$ cat config.mk
export PLATFORM = sky130hd
export DESIGN_NAME = priority_scheduler_with_aging_core
export DESIGN_NICKNAME = d
export VERILOG_FILES = /design/src/design/psa_pkg.sv /design/src/design/psa_ram.sv /design/src/design/priority_scheduler_with_aging_core.sv
export SDC_FILE = /design/constraint.sdc
export NUM_CORES = 2
export LEC_CHECK = 0
export ABC_AREA = 1
export BUFFER_PORTS_ARGS = -buffer_cell sky130_fd_sc_hd__buf_2
export CAP_MARGIN = 0
export CORE_ASPECT_RATIO = 0.9
export CORE_UTILIZATION = 56
export CTS_BUF_LIST = sky130_fd_sc_hd__clkbuf_8
export DETAILED_ROUTE_END_ITERATION = 8
export GPL_TIMING_DRIVEN = 0
export PLACE_DENSITY = 0.7
export SYNTH_ARGS = -nofsm -noshare
export SYNTH_HDL_FRONTEND = slang
export SYNTH_HIERARCHICAL = 1
export SYNTH_SLANG_ARGS = --single-unit
$ cat constraint.sdc
create_clock -name clk -period 11.47 [get_ports clk]
set_input_delay 2.294 -clock clk [delete_from_list [all_inputs] [get_ports clk]]
set_output_delay 2.294 -clock clk [all_outputs]
set_load 0.01 [all_outputs]
$ cat src/design/psa_pkg.sv
// ----------------------------------------------------------------------------
// psa_pkg
// Shared constants for the priority scheduler with aging: fixed field widths,
// command codes and result status codes.
// ----------------------------------------------------------------------------
package psa_pkg;

    localparam int ID_WIDTH     = 16;
    localparam int SLICE_WIDTH  = 16;
    localparam int STATUS_WIDTH = 2;
    localparam int CMD_WIDTH    = 1;

    // command codes
    localparam logic [CMD_WIDTH-1:0] CMD_ADD  = 1'b0;
    localparam logic [CMD_WIDTH-1:0] CMD_TICK = 1'b1;

    // result status codes
    localparam logic [STATUS_WIDTH-1:0] STAT_ADDED = 2'd0;
    localparam logic [STATUS_WIDTH-1:0] STAT_FULL  = 2'd1;
    localparam logic [STATUS_WIDTH-1:0] STAT_RAN   = 2'd2;
    localparam logic [STATUS_WIDTH-1:0] STAT_IDLE  = 2'd3;

endpackage

$ cat src/design/psa_ram.sv
// ----------------------------------------------------------------------------
// psa_ram
// Generic simple dual-port RAM: one write port, one read port, read data
// registered. Contents are not reset.
// ----------------------------------------------------------------------------
module psa_ram #(
    parameter int WIDTH = 8,
    parameter int DEPTH = 16
) (
    input  logic                     clk,
    input  logic                     wr_en,
    input  logic [$clog2(DEPTH)-1:0] wr_addr,
    input  logic [WIDTH-1:0]         wr_data,
    input  logic                     rd_en,
    input  logic [$clog2(DEPTH)-1:0] rd_addr,
    output logic [WIDTH-1:0]         rd_data
);

    logic [WIDTH-1:0] mem_reg [DEPTH];
    logic [WIDTH-1:0] rd_data_reg;

    always_ff @(posedge clk)
    begin
        if (wr_en)
        begin
            mem_reg[wr_addr] <= wr_data;
        end
    end

    always_ff @(posedge clk)
    begin
        if (rd_en)
        begin
            rd_data_reg <= mem_reg[rd_addr];
        end
    end

    assign rd_data = rd_data_reg;

endmodule

$ cat src/design/priority_scheduler_with_aging_core.sv
// ----------------------------------------------------------------------------
// priority_scheduler_with_aging_core
// Task table kept in list order in a single RAM. An add appends a task; a
// tick stably sorts the table by descending priority, runs the front task one
// slice (dropping it if finished), doubles the others' priority (saturating).
// ----------------------------------------------------------------------------
//  channel | dir | handshake          | payload
//  --------+-----+--------------------+-------------------------------------
//  in      | in  | in_valid/in_ready  | command, priority_req, service_time
//  out     | out | out_valid/out_ready| status, task_id, slice_index, finished
//
//  Add: result registered at the accept edge.
//  Tick: insertion sort (SORT_KEY, SORT_CMP, SORT_PUT), then RUN_FRONT loads
//  the result register and RUN_AGE ages the remaining tasks.
//  Reset clears the task count and the id counter; RAM contents are not cleared.
//  in_ready is high only in the idle state with the result register free or
//  draining; a stalled result holds in the output register.
// ----------------------------------------------------------------------------
module priority_scheduler_with_aging_core #(
    parameter int MAX_PROCS  = 16,
    parameter int PRIO_WIDTH = 16,
    parameter int TIME_WIDTH = 16
) (
    input  logic                              clk,
    input  logic                              rst_n,
    input  logic                              in_valid,
    output logic                              in_ready,
    input  logic [psa_pkg::CMD_WIDTH-1:0]     command,
    input  logic [15:0]                       priority_req,
    input  logic [15:0]                       service_time,
    output logic                              out_valid,
    input  logic                              out_ready,
    output logic [psa_pkg::STATUS_WIDTH-1:0]  status,
    output logic [psa_pkg::ID_WIDTH-1:0]      task_id,
    output logic [psa_pkg::SLICE_WIDTH-1:0]   slice_index,
    output logic                              finished
);

    import psa_pkg::*;

    localparam int AW = $clog2(MAX_PROCS);
    localparam int CW = $clog2(MAX_PROCS + 1);

    typedef struct packed {
        logic [ID_WIDTH-1:0]   id;
        logic [PRIO_WIDTH-1:0] prio;
        logic [TIME_WIDTH-1:0] svc;
        logic [TIME_WIDTH-1:0] rt;
    } rec_t;

    localparam int REC_W = $bits(rec_t);

    localparam logic [2:0] ST_IDLE      = 3'd0;
    localparam logic [2:0] ST_SORT_KEY  = 3'd1;
    localparam logic [2:0] ST_SORT_CMP  = 3'd2;
    localparam logic [2:0] ST_SORT_PUT  = 3'd3;
    localparam logic [2:0] ST_RUN_FRONT = 3'd4;
    localparam logic [2:0] ST_RUN_AGE   = 3'd5;

    logic [2:0]              state_reg, state_next;
    logic [CW-1:0]           cnt_reg, cnt_next;
    logic [ID_WIDTH-1:0]     next_id_reg, next_id_next;
    logic [AW-1:0]           i_reg, i_next;
    logic [AW-1:0]           j_reg, j_next;
    logic [AW-1:0]           k_reg, k_next;
    rec_t                    key_reg, key_next;
    logic                    fin_reg, fin_next;

    logic                    out_valid_reg, out_valid_next;
    logic [STATUS_WIDTH-1:0] status_reg, status_next;
    logic [ID_WIDTH-1:0]     task_id_reg, task_id_next;
    logic [SLICE_WIDTH-1:0]  slice_reg, slice_next;
    logic                    finished_reg, finished_next;

    logic                    wr_en;
    logic [AW-1:0]           wr_addr;
    rec_t                    wr_rec;
    logic                    rd_en;
    logic [AW-1:0]           rd_addr;
    logic [REC_W-1:0]        rd_data;
    rec_t                    rd_rec;
    logic                    fwd_hit_reg;
    rec_t                    fwd_rec_reg;

    logic                    in_acc;
    logic                    out_free;
    logic [AW-1:0]           last_idx;
    logic                    table_full;
    rec_t                    add_rec;
    rec_t                    front_rec;
    logic                    front_fin;
    rec_t                    aged_rec;

    psa_ram #(
        .WIDTH (REC_W),
        .DEPTH (MAX_PROCS)
    ) u_task_ram (
        .clk     (clk),
        .wr_en   (wr_en),
        .wr_addr (wr_addr),
        .wr_data (wr_rec),
        .rd_en   (rd_en),
        .rd_addr (rd_addr),
        .rd_data (rd_data)
    );

    // write and read of the same entry in one cycle: take the written word
    always_ff @(posedge clk)
    begin
        if (rd_en)
        begin
            fwd_hit_reg <= wr_en && (wr_addr == rd_addr);
            fwd_rec_reg <= wr_rec;
        end
    end

    assign rd_rec     = fwd_hit_reg ? fwd_rec_reg : rec_t'(rd_data);
    assign out_free   = !out_valid_reg || out_ready;
    assign in_ready   = (state_reg == ST_IDLE) && out_free;
    assign in_acc     = in_valid && in_ready;
    assign last_idx   = AW'(cnt_reg - CW'(1));
    assign table_full = (cnt_reg == CW'(MAX_PROCS));

    always_comb
    begin
        add_rec.id   = next_id_reg;
        add_rec.prio = PRIO_WIDTH'(priority_req);
        add_rec.svc  = TIME_WIDTH'(service_time);
        add_rec.rt   = '0;
    end

    // front task: one more slice, saturating
    always_comb
    begin
        front_rec = rd_rec;
        if (!(&rd_rec.rt))
        begin
            front_rec.rt = rd_rec.rt + TIME_WIDTH'(1);
        end
        front_fin = (front_rec.rt >= front_rec.svc);
    end

    // every other task: priority doubled, saturating
    always_comb
    begin
        aged_rec = rd_rec;
        if (rd_rec.prio[PRIO_WIDTH-1])
        begin
            aged_rec.prio = '1;
        end
        else
        begin
            aged_rec.prio = {rd_rec.prio[PRIO_WIDTH-2:0], 1'b0};
        end
    end

    always_comb
    begin
        state_next     = state_reg;
        cnt_next       = cnt_reg;
        next_id_next   = next_id_reg;
        i_next         = i_reg;
        j_next         = j_reg;
        k_next         = k_reg;
        key_next       = key_reg;
        fin_next       = fin_reg;
        out_valid_next = out_valid_reg && !out_ready;
        status_next    = status_reg;
        task_id_next   = task_id_reg;
        slice_next     = slice_reg;
        finished_next  = finished_reg;
        wr_en          = 1'b0;
        wr_addr        = '0;
        wr_rec         = rd_rec;
        rd_en          = 1'b0;
        rd_addr        = '0;

        case (state_reg)
            ST_IDLE:
            begin
                if (in_acc)
                begin
                    out_valid_next = 1'b1;
                    task_id_next   = '0;
                    slice_next     = '0;
                    finished_next  = 1'b0;
                    if (command == CMD_ADD)
                    begin
                        if (table_full)
                        begin
                            status_next = STAT_FULL;
                        end
                        else
                        begin
                            status_next  = STAT_ADDED;
                            task_id_next = next_id_reg;
                            wr_en        = 1'b1;
                            wr_addr      = AW'(cnt_reg);
                            wr_rec       = add_rec;
                            cnt_next     = cnt_reg + CW'(1);
                            next_id_next = next_id_reg + ID_WIDTH'(1);
                        end
                    end
                    else if (cnt_reg == '0)
                    begin
                        status_next = STAT_IDLE;
                    end
                    else
                    begin
                        // result is loaded later, when the front task is known
                        out_valid_next = 1'b0;
                        rd_en          = 1'b1;
                        if (cnt_reg == CW'(1))
                        begin
                            rd_addr    = '0;
                            state_next = ST_RUN_FRONT;
                        end
                        else
                        begin
                            rd_addr    = AW'(1);
                            i_next     = AW'(1);
                            state_next = ST_SORT_KEY;
                        end
                    end
                end
            end

            ST_SORT_KEY:
            begin
                key_next   = rd_rec;
                j_next     = i_reg;
                rd_en      = 1'b1;
                rd_addr    = i_reg - AW'(1);
                state_next = ST_SORT_CMP;
            end

            ST_SORT_CMP:
            begin
                wr_en   = 1'b1;
                wr_addr = j_reg;
                if (rd_rec.prio < key_reg.prio)
                begin
                    // shift the lower-priority entry up one slot
                    wr_rec = rd_rec;
                    j_next = j_reg - AW'(1);
                    if (j_reg == AW'(1))
                    begin
                        state_next = ST_SORT_PUT;
                    end
                    else
                    begin
                        rd_en   = 1'b1;
                        rd_addr = j_reg - AW'(2);
                    end
                end
                else
                begin
                    wr_rec = key_reg;
                    rd_en  = 1'b1;
                    if (i_reg == last_idx)
                    begin
                        rd_addr    = '0;
                        state_next = ST_RUN_FRONT;
                    end
                    else
                    begin
                        rd_addr    = i_reg + AW'(1);
                        i_next     = i_reg + AW'(1);
                        state_next = ST_SORT_KEY;
                    end
                end
            end

            ST_SORT_PUT:
            begin
                wr_en   = 1'b1;
                wr_addr = j_reg;
                wr_rec  = key_reg;
                rd_en   = 1'b1;
                if (i_reg == last_idx)
                begin
                    rd_addr    = '0;
                    state_next = ST_RUN_FRONT;
                end
                else
                begin
                    rd_addr    = i_reg + AW'(1);
                    i_next     = i_reg + AW'(1);
                    state_next = ST_SORT_KEY;
                end
            end

            ST_RUN_FRONT:
            begin
                out_valid_next = 1'b1;
                status_next    = STAT_RAN;
                task_id_next   = rd_rec.id;
                slice_next     = SLICE_WIDTH'(rd_rec.rt);
                finished_next  = front_fin;
                fin_next       = front_fin;
                wr_en          = !front_fin;
                wr_addr        = '0;
                wr_rec         = front_rec;
                if (cnt_reg == CW'(1))
                begin
                    cnt_next   = cnt_reg - CW'(front_fin);
                    state_next = ST_IDLE;
                end
                else
                begin
                    rd_en      = 1'b1;
                    rd_addr    = AW'(1);
                    k_next     = AW'(1);
                    state_next = ST_RUN_AGE;
                end
            end

            ST_RUN_AGE:
            begin
                // a finished front task is dropped by moving the rest down
                wr_en   = 1'b1;
                wr_addr = fin_reg ? (k_reg - AW'(1)) : k_reg;
                wr_rec  = aged_rec;
                if (k_reg == last_idx)
                begin
                    cnt_next   = cnt_reg - CW'(fin_reg);
                    state_next = ST_IDLE;
                end
                else
                begin
                    rd_en   = 1'b1;
                    rd_addr = k_reg + AW'(1);
                    k_next  = k_reg + AW'(1);
                end
            end

            default:
            begin
                state_next = ST_IDLE;
            end
        endcase
    end

    always_ff @(posedge clk or negedge rst_n)
    begin
        if (!rst_n)
        begin
            state_reg     <= ST_IDLE;
            cnt_reg       <= '0;
            next_id_reg   <= '0;
            out_valid_reg <= 1'b0;
        end
        else
        begin
            state_reg     <= state_next;
            cnt_reg       <= cnt_next;
            next_id_reg   <= next_id_next;
            out_valid_reg <= out_valid_next;
        end
    end

    always_ff @(posedge clk)
    begin
        i_reg        <= i_next;
        j_reg        <= j_next;
        k_reg        <= k_next;
        key_reg      <= key_next;
        fin_reg      <= fin_next;
        status_reg   <= status_next;
        task_id_reg  <= task_id_next;
        slice_reg    <= slice_next;
        finished_reg <= finished_next;
    end

    assign out_valid   = out_valid_reg;
    assign status      = status_reg;
    assign task_id     = task_id_reg;
    assign slice_index = slice_reg;
    assign finished    = finished_reg;

    a_cnt_bound: assert property (@(posedge clk) disable iff (!rst_n)
        cnt_reg <= CW'(MAX_PROCS))
        else $error("task count above table size");

    a_add_grows: assert property (@(posedge clk) disable iff (!rst_n)
        (in_acc && command == CMD_ADD && !table_full)
        |=> (cnt_reg == $past(cnt_reg) + CW'(1)) && out_valid && status == STAT_ADDED)
        else $error("accepted add did not append a task");

    a_empty_tick: assert property (@(posedge clk) disable iff (!rst_n)
        (in_acc && command == CMD_TICK && cnt_reg == '0)
        |=> out_valid && status == STAT_IDLE && state_reg == ST_IDLE)
        else $error("tick on empty table not reported idle");

    a_front_result: assert property (@(posedge clk) disable iff (!rst_n)
        (state_reg == ST_RUN_FRONT) |=> out_valid && status == STAT_RAN)
        else $error("tick finished without a result");

    a_sort_no_accept: assert property (@(posedge clk) disable iff (!rst_n)
        (state_reg == ST_SORT_KEY || state_reg == ST_SORT_CMP || state_reg == ST_SORT_PUT)
        |-> !out_valid_reg)
        else $error("result pending while tick in progress");

endmodule

# Yosys cells after proc, flatten, opt, wreduce, memory -nomap -nowiden
# Memories as Yosys holds them, arrays and structs flattened. A register that Yosys moved wholly into a read port is not among the register bits.
# Cells that the tools add are included.
[op_classes] n_mux=80 eq_ne=25 bitwise_logic=2 order_cmp=2 add_sub_neg=12 reduce_logical=27
[op_table] cell="$mux 64" count=5
[op_table] cell="$pmux 64 s5" count=1
[op_table] cell="$mux 16" count=6
[op_table] cell="$mux 4" count=16
[op_table] cell="$pmux 16 s2" count=2
[op_table] cell="$add 16x1->16 const B" count=2
[op_table] cell="$mux 3" count=9
[op_table] cell="$mux 5" count=5
[op_table] cell="$ne 2x2->1 const B" count=12
[op_table] cell="$pmux 4 s3" count=2
[op_table] cell="$pmux 4 s6" count=1
[op_table] cell="$mux 1" count=21
[op_table] cell="$pmux 3 s6" count=1
[op_table] cell="$ge 16x16->1" count=1
[op_table] cell="$lt 16x16->1" count=1
[op_table] cell="$pmux 4 s2" count=2
[op_table] cell="$reduce_and 16->1" count=1
[op_table] cell="$sub 4x1->4 const B" count=4
[op_table] cell="$pmux 5 s3" count=1
[op_table] cell="$eq 4x4->1" count=3
[op_table] cell="$reduce_and 6->1" count=2
[op_table] cell="$sub 5x1->5" count=2
[op_table] cell="$add 4x1->4 const B" count=2
[op_table] cell="$eq 3x2->1 const B" count=2
[op_table] cell="28 further kinds" count=44
[word_totals] n_memories=1 in_bits=37 ff_bits=202 ram_bits=1024 out_inout_bits=37 word_cells=170
[memory_table] name="u_task_ram.mem_reg" depth=16 word_bits=64 rd=1 rd_ports_with_merged_regs=1 write_ports=1 line="psa_ram.sv:19" text="logic [WIDTH-1:0] mem_reg [DEPTH];"

# Logic depth before layout (Yosys ltp)
[logic_depth] word_depth=8 ltp_mapped=30

# Hierarchy
# The synthesis kept the hierarchy.
[by_module_without_submodules] mod="psa_ram" area_per_inst_um2=45926.5 instances=1 cells_per_inst=4210
[by_module_without_submodules] mod="priority_scheduler_with_aging_core" area_per_inst_um2=12704.7 instances=1 cells_per_inst=1482

# Least setup slack after synthesis
# OpenSTA, ideal clock, no wires.
[synth_timing] kind="input -> register" start="input port out_ready" end="memory u_task_ram/mem_reg[13][0] (netlist name), enable pin" path_buffers=1 slack_ps=4810 cell_stages=11 t_arrival_ps=6174 setup_time_ps=487 path_cell_list="nor2_1 > nor2_4 > nand2_2 > nor2_4 > inv_2 > clkbuf_1 > o21a_1 > inv_1 > inv_1 > nand2_1 > nor2_1"
[synth_rtl] item="from (decl)" line="priority_scheduler_with_aging_core.sv:32" text="input logic out_ready,"
[synth_rtl] item="$logic_or 1x1->1" line="priority_scheduler_with_aging_core.sv:118" text="assign out_free = !out_valid_reg || out_ready;"
[synth_rtl] item="$logic_and 1x1->1" line="priority_scheduler_with_aging_core.sv:119" text="assign in_ready = (state_reg == ST_IDLE) && out_free;"
[synth_rtl] item="via in_ready" line="priority_scheduler_with_aging_core.sv:27" text="output logic in_ready,"
[synth_rtl] item="$logic_and 1x1->1" line="priority_scheduler_with_aging_core.sv:120" text="assign in_acc = in_valid && in_ready;"
[synth_rtl] item="$mux 4" line="priority_scheduler_with_aging_core.sv:181" text="if (in_acc)"
[synth_rtl] item="$pmux 4 s3" line="priority_scheduler_with_aging_core.sv:178" text="case (state_reg)"
[synth_rtl] item="via wr_addr[1]" line="priority_scheduler_with_aging_core.sv:76" text="logic [AW-1:0] wr_addr;"
[synth_rtl] item="to (decl)" line="psa_ram.sv:19"
# The timed path passes the listed nets, and every way through them passes these cells.

==> impl_results.md <==
- Sink Count: 1290
- Worst Path Arrival: 7.41 ns
- First-pass GRT wire length: 261.2 mm
- FILL cells: 8244
- Die ar.: 106000 µm²
- Cells after Synth: 5692
- DP Area: 61780 µm²
- Final slew viol count: 17
- DIE WIDTH: 343.1 µm
- Synth top cells by count: nand2_1, edfxtp_1, inv_1, nand3_1, o21ai_0
- Seq. cell area: 38610 µm²
- GRT Total Usage: 0.3419
- Hold Slack: 0.4830 ns
- Async SR Flop Fraction: 0.01938
- Area Growth Syn to Fin: 11.36%
- Outcome: finished, violations left
- Via/cell ratio: 5.717
- Via count: 43110
- Layout Skew: 0.05172 ns
- Core area: 103700 µm²
- Cell area after layout: 65290 µm²
- Mapped Area: 58630 µm²
- Crit path time final: 6.844 ns
- Num CTS Buffers: 200
- Die Span Y: 309.0 µm
- Flop and latch count out of synthesis: 1290
- Slew @ Worst Pin: 1.535 ns
- F_max: 146.1 MHz
- Max FFs per register: 1024
- Top_reg_cell synth: edfxtp_1
- GRT overflow: 0
- Post-Route Setup TNS: 0 ns
- EDFF count, synth: 1265
- Yosys cell types: 58
- Avg Inst Size Synth: 10.30 µm²
- Final Cycle Share: 0.5967
- CTS clk-pin slew, worst paths: 0.06 ns
- DRT iter0 DRCs: 6494
- CP Buf/Inv Count: 8
- Top Family by Delay on Critical Path: buffers and inverters
- Leading area contributor after synthesis: edfxtp_1
- Vias in the first global route: 40330
- CTS tree: built
- Setup CP Type: register to register
- Slowest stage delay, CP: 0.94 ns
- Area contributors post-synth: edfxtp_1, nand2_1, nand3_1
- CTS Hold Bufs: 0
- Residual DRC: 0
- Final setup fails: 0
- Slew HR: -0.02343
- Most frequent cell after synthesis: nand2_1
- DR WL/cell: 24.04 µm
- CP max FO: 11
- Final hold viol count: 0
- Worst skew pair latency: 0.91 ns
- Non-Filler Instances: 7541
- Multi-input gate area: 14860 µm²
- Worst setup SP type: register
- Dpl hpwl: 122.8 mm
- CTS max path bufs: 3
- # Max-Cap Violations: 0
- Initial antenna violation count: 14
- PostCTS Resize Cnt: 0
- Most frequent CP cell: nand2_1
- Pre-antenna DRT Iters: 7
- H-tree Lvls: 4
- Critical Path, Cell by Cell: buf_6 > inv_8 > buf_8 > clkbuf_1 > or2_2 > o21ai_0 > inv_1 > ha_1 > a21oi_1 > o21ai_0 > a21oi_1 > nand2_1 > buf_2 > nand2_1 > nand3_1 > nand2_1 > clkbuf_2 > clkbuf_1 > nand3_1 > nand3_1 > nand2_1
- Post-synth top area share: 0.6479
- GPL Wtd Cong: 0.9385
- Crit. End Element: register
- # rows: 112
- Final WL: 181.3 mm
- Placed Instances: 7181
- # IOs: 74
- Starting Density: 0.5654
- Postcts setup bufs: 0
- Register area share after synthesis: 0.6586
- Share of cells above drive strength 1: 0.1115
- CP Data Required Time: 12.04 ns
- Pin count of the biggest net entering global routing: 64
- Nets@finish: 6103
- Yosys warnings: 6
- Failing checks: max-slew violations
- Post-synth net total: 5779
- Hold Crit Class: register to register
- ANT nets after route: 0
- RSZ-0062 raised after global routing: no
- Clk Tree Root Cell: clkbuf_8
- Port Buffers: 73
- Slowest cell on crit path: clkbuf_1
through the flow:
stage	utilization	worst slack, ns
2_1_floorplan	-	4.810
3_3_place_gp	0.5854	0.5580
3_5_place_dp	0.5957	5.043
4_1_cts	0.6290	4.999
5_1_grt	0.6295	4.559
6_report	0.6296	4.626
final cells by class:
cell class / count / area share
sequential: 1290 / 0.5914
antenna: 9 / 0.0003449
multi-input combinational: 3151 / 0.2276
inverter: 975 / 0.05630
clock buffer: 204 / 0.04300
timing repair buffer: 122 / 0.01968
tap: 1368 / 0.02621
clock inverter: 146 / 0.009869
buffer: 276 / 0.02568
cells by family after synthesis:
kind of cell             share of synthesized area
AO/OA/AOI/OAI                              0.03500
XOR/XNOR                                  0.006274
adder cells (fa/ha/maj)                    0.01080
AND/OR/NAND/NOR                             0.1981
buffers and inverters                      0.09123
flip-flops                                  0.6586
final timing paths:
| check | start | depth (start not counted) | slack [ns] | endpoint |
|---|---|---|---|---|
| worst min register to register | next_id_reg[15] | 1 | 0.48 | next_id_reg[15] |
| min in group asynchronous | rst_n | 1 | 1.39 | state_reg[2] |
| worst max-delay path | fwd_hit_reg | 21 | 4.63 | u_task_ram/rd_data[61] |
| max in group asynchronous | rst_n | 1 | 9.60 | next_id_reg[9] |
| worst max register to register | fwd_hit_reg | 21 | 4.63 | u_task_ram/rd_data[61] |
| worst min-delay path | next_id_reg[15] | 1 | 0.48 | next_id_reg[15] |
per-layer routing:
| layer | vias to the layer above | track usage | routed length (µm) |
|---|---|---|---|
| met2 | 2825 | 0.5140 | 79290 |
| met3 | 458 | 0.08217 | 24040 |
| met1 | 20400 | 0.4757 | 69940 |
| met5 | - | 0 | 9 |
| met4 | 2 | 0.1489 | 8025 |
| li1 | 19430 | - | - |
placed cells by master (no fill, tap or decap), types with 18 or more instances in the layout:
cell | synthesis | routed
clkinv_1 | 1 | 48
clkbuf_1 | 53 | 52
a22oi_1 | 20 | 20
nor2_4 | 5 | 21
o21ai_1 | 23 | 27
buf_1 | 19 | 19
nand4_1 | 27 | 27
xor2_1 | 34 | 34
buf_12 | 0 | 33
edfxtp_1 | 1265 | 1265
ha_1 | 49 | 49
buf_6 | 51 | 54
or2_2 | 44 | 44
clkbuf_8 | 0 | 204
buf_2 | 133 | 206
inv_1 | 955 | 1025
nor2_1 | 103 | 87
a21oi_1 | 80 | 80
nand2_1 | 1630 | 1628
nand3_1 | 838 | 838
clkinv_2 | 1 | 18
dfrtp_1 | 25 | 25
buf_4 | 18 | 24
o21ai_0 | 157 | 151
worst register-to-register path, cell delays in order, from the launching register on:
cell      delay (ns)
edfxtp_1        0.38
buf_6           0.19
inv_8           0.12
buf_8           0.18
clkbuf_1        0.94
or2_2           0.27
o21ai_0         0.18
inv_1           0.23
ha_1            0.27
a21oi_1         0.16
o21ai_0         0.12
a21oi_1         0.50
nand2_1         0.18
buf_2           0.25
nand2_1         0.09
nand3_1         0.10
nand2_1         0.25
clkbuf_2        0.74
clkbuf_1        0.74
nand3_1         0.28
nand3_1         0.16
nand2_1         0.18
Power is left out: the tool's default activity adds up to more than one toggle a clock period on the data nets, which glitch-free logic cannot reach.
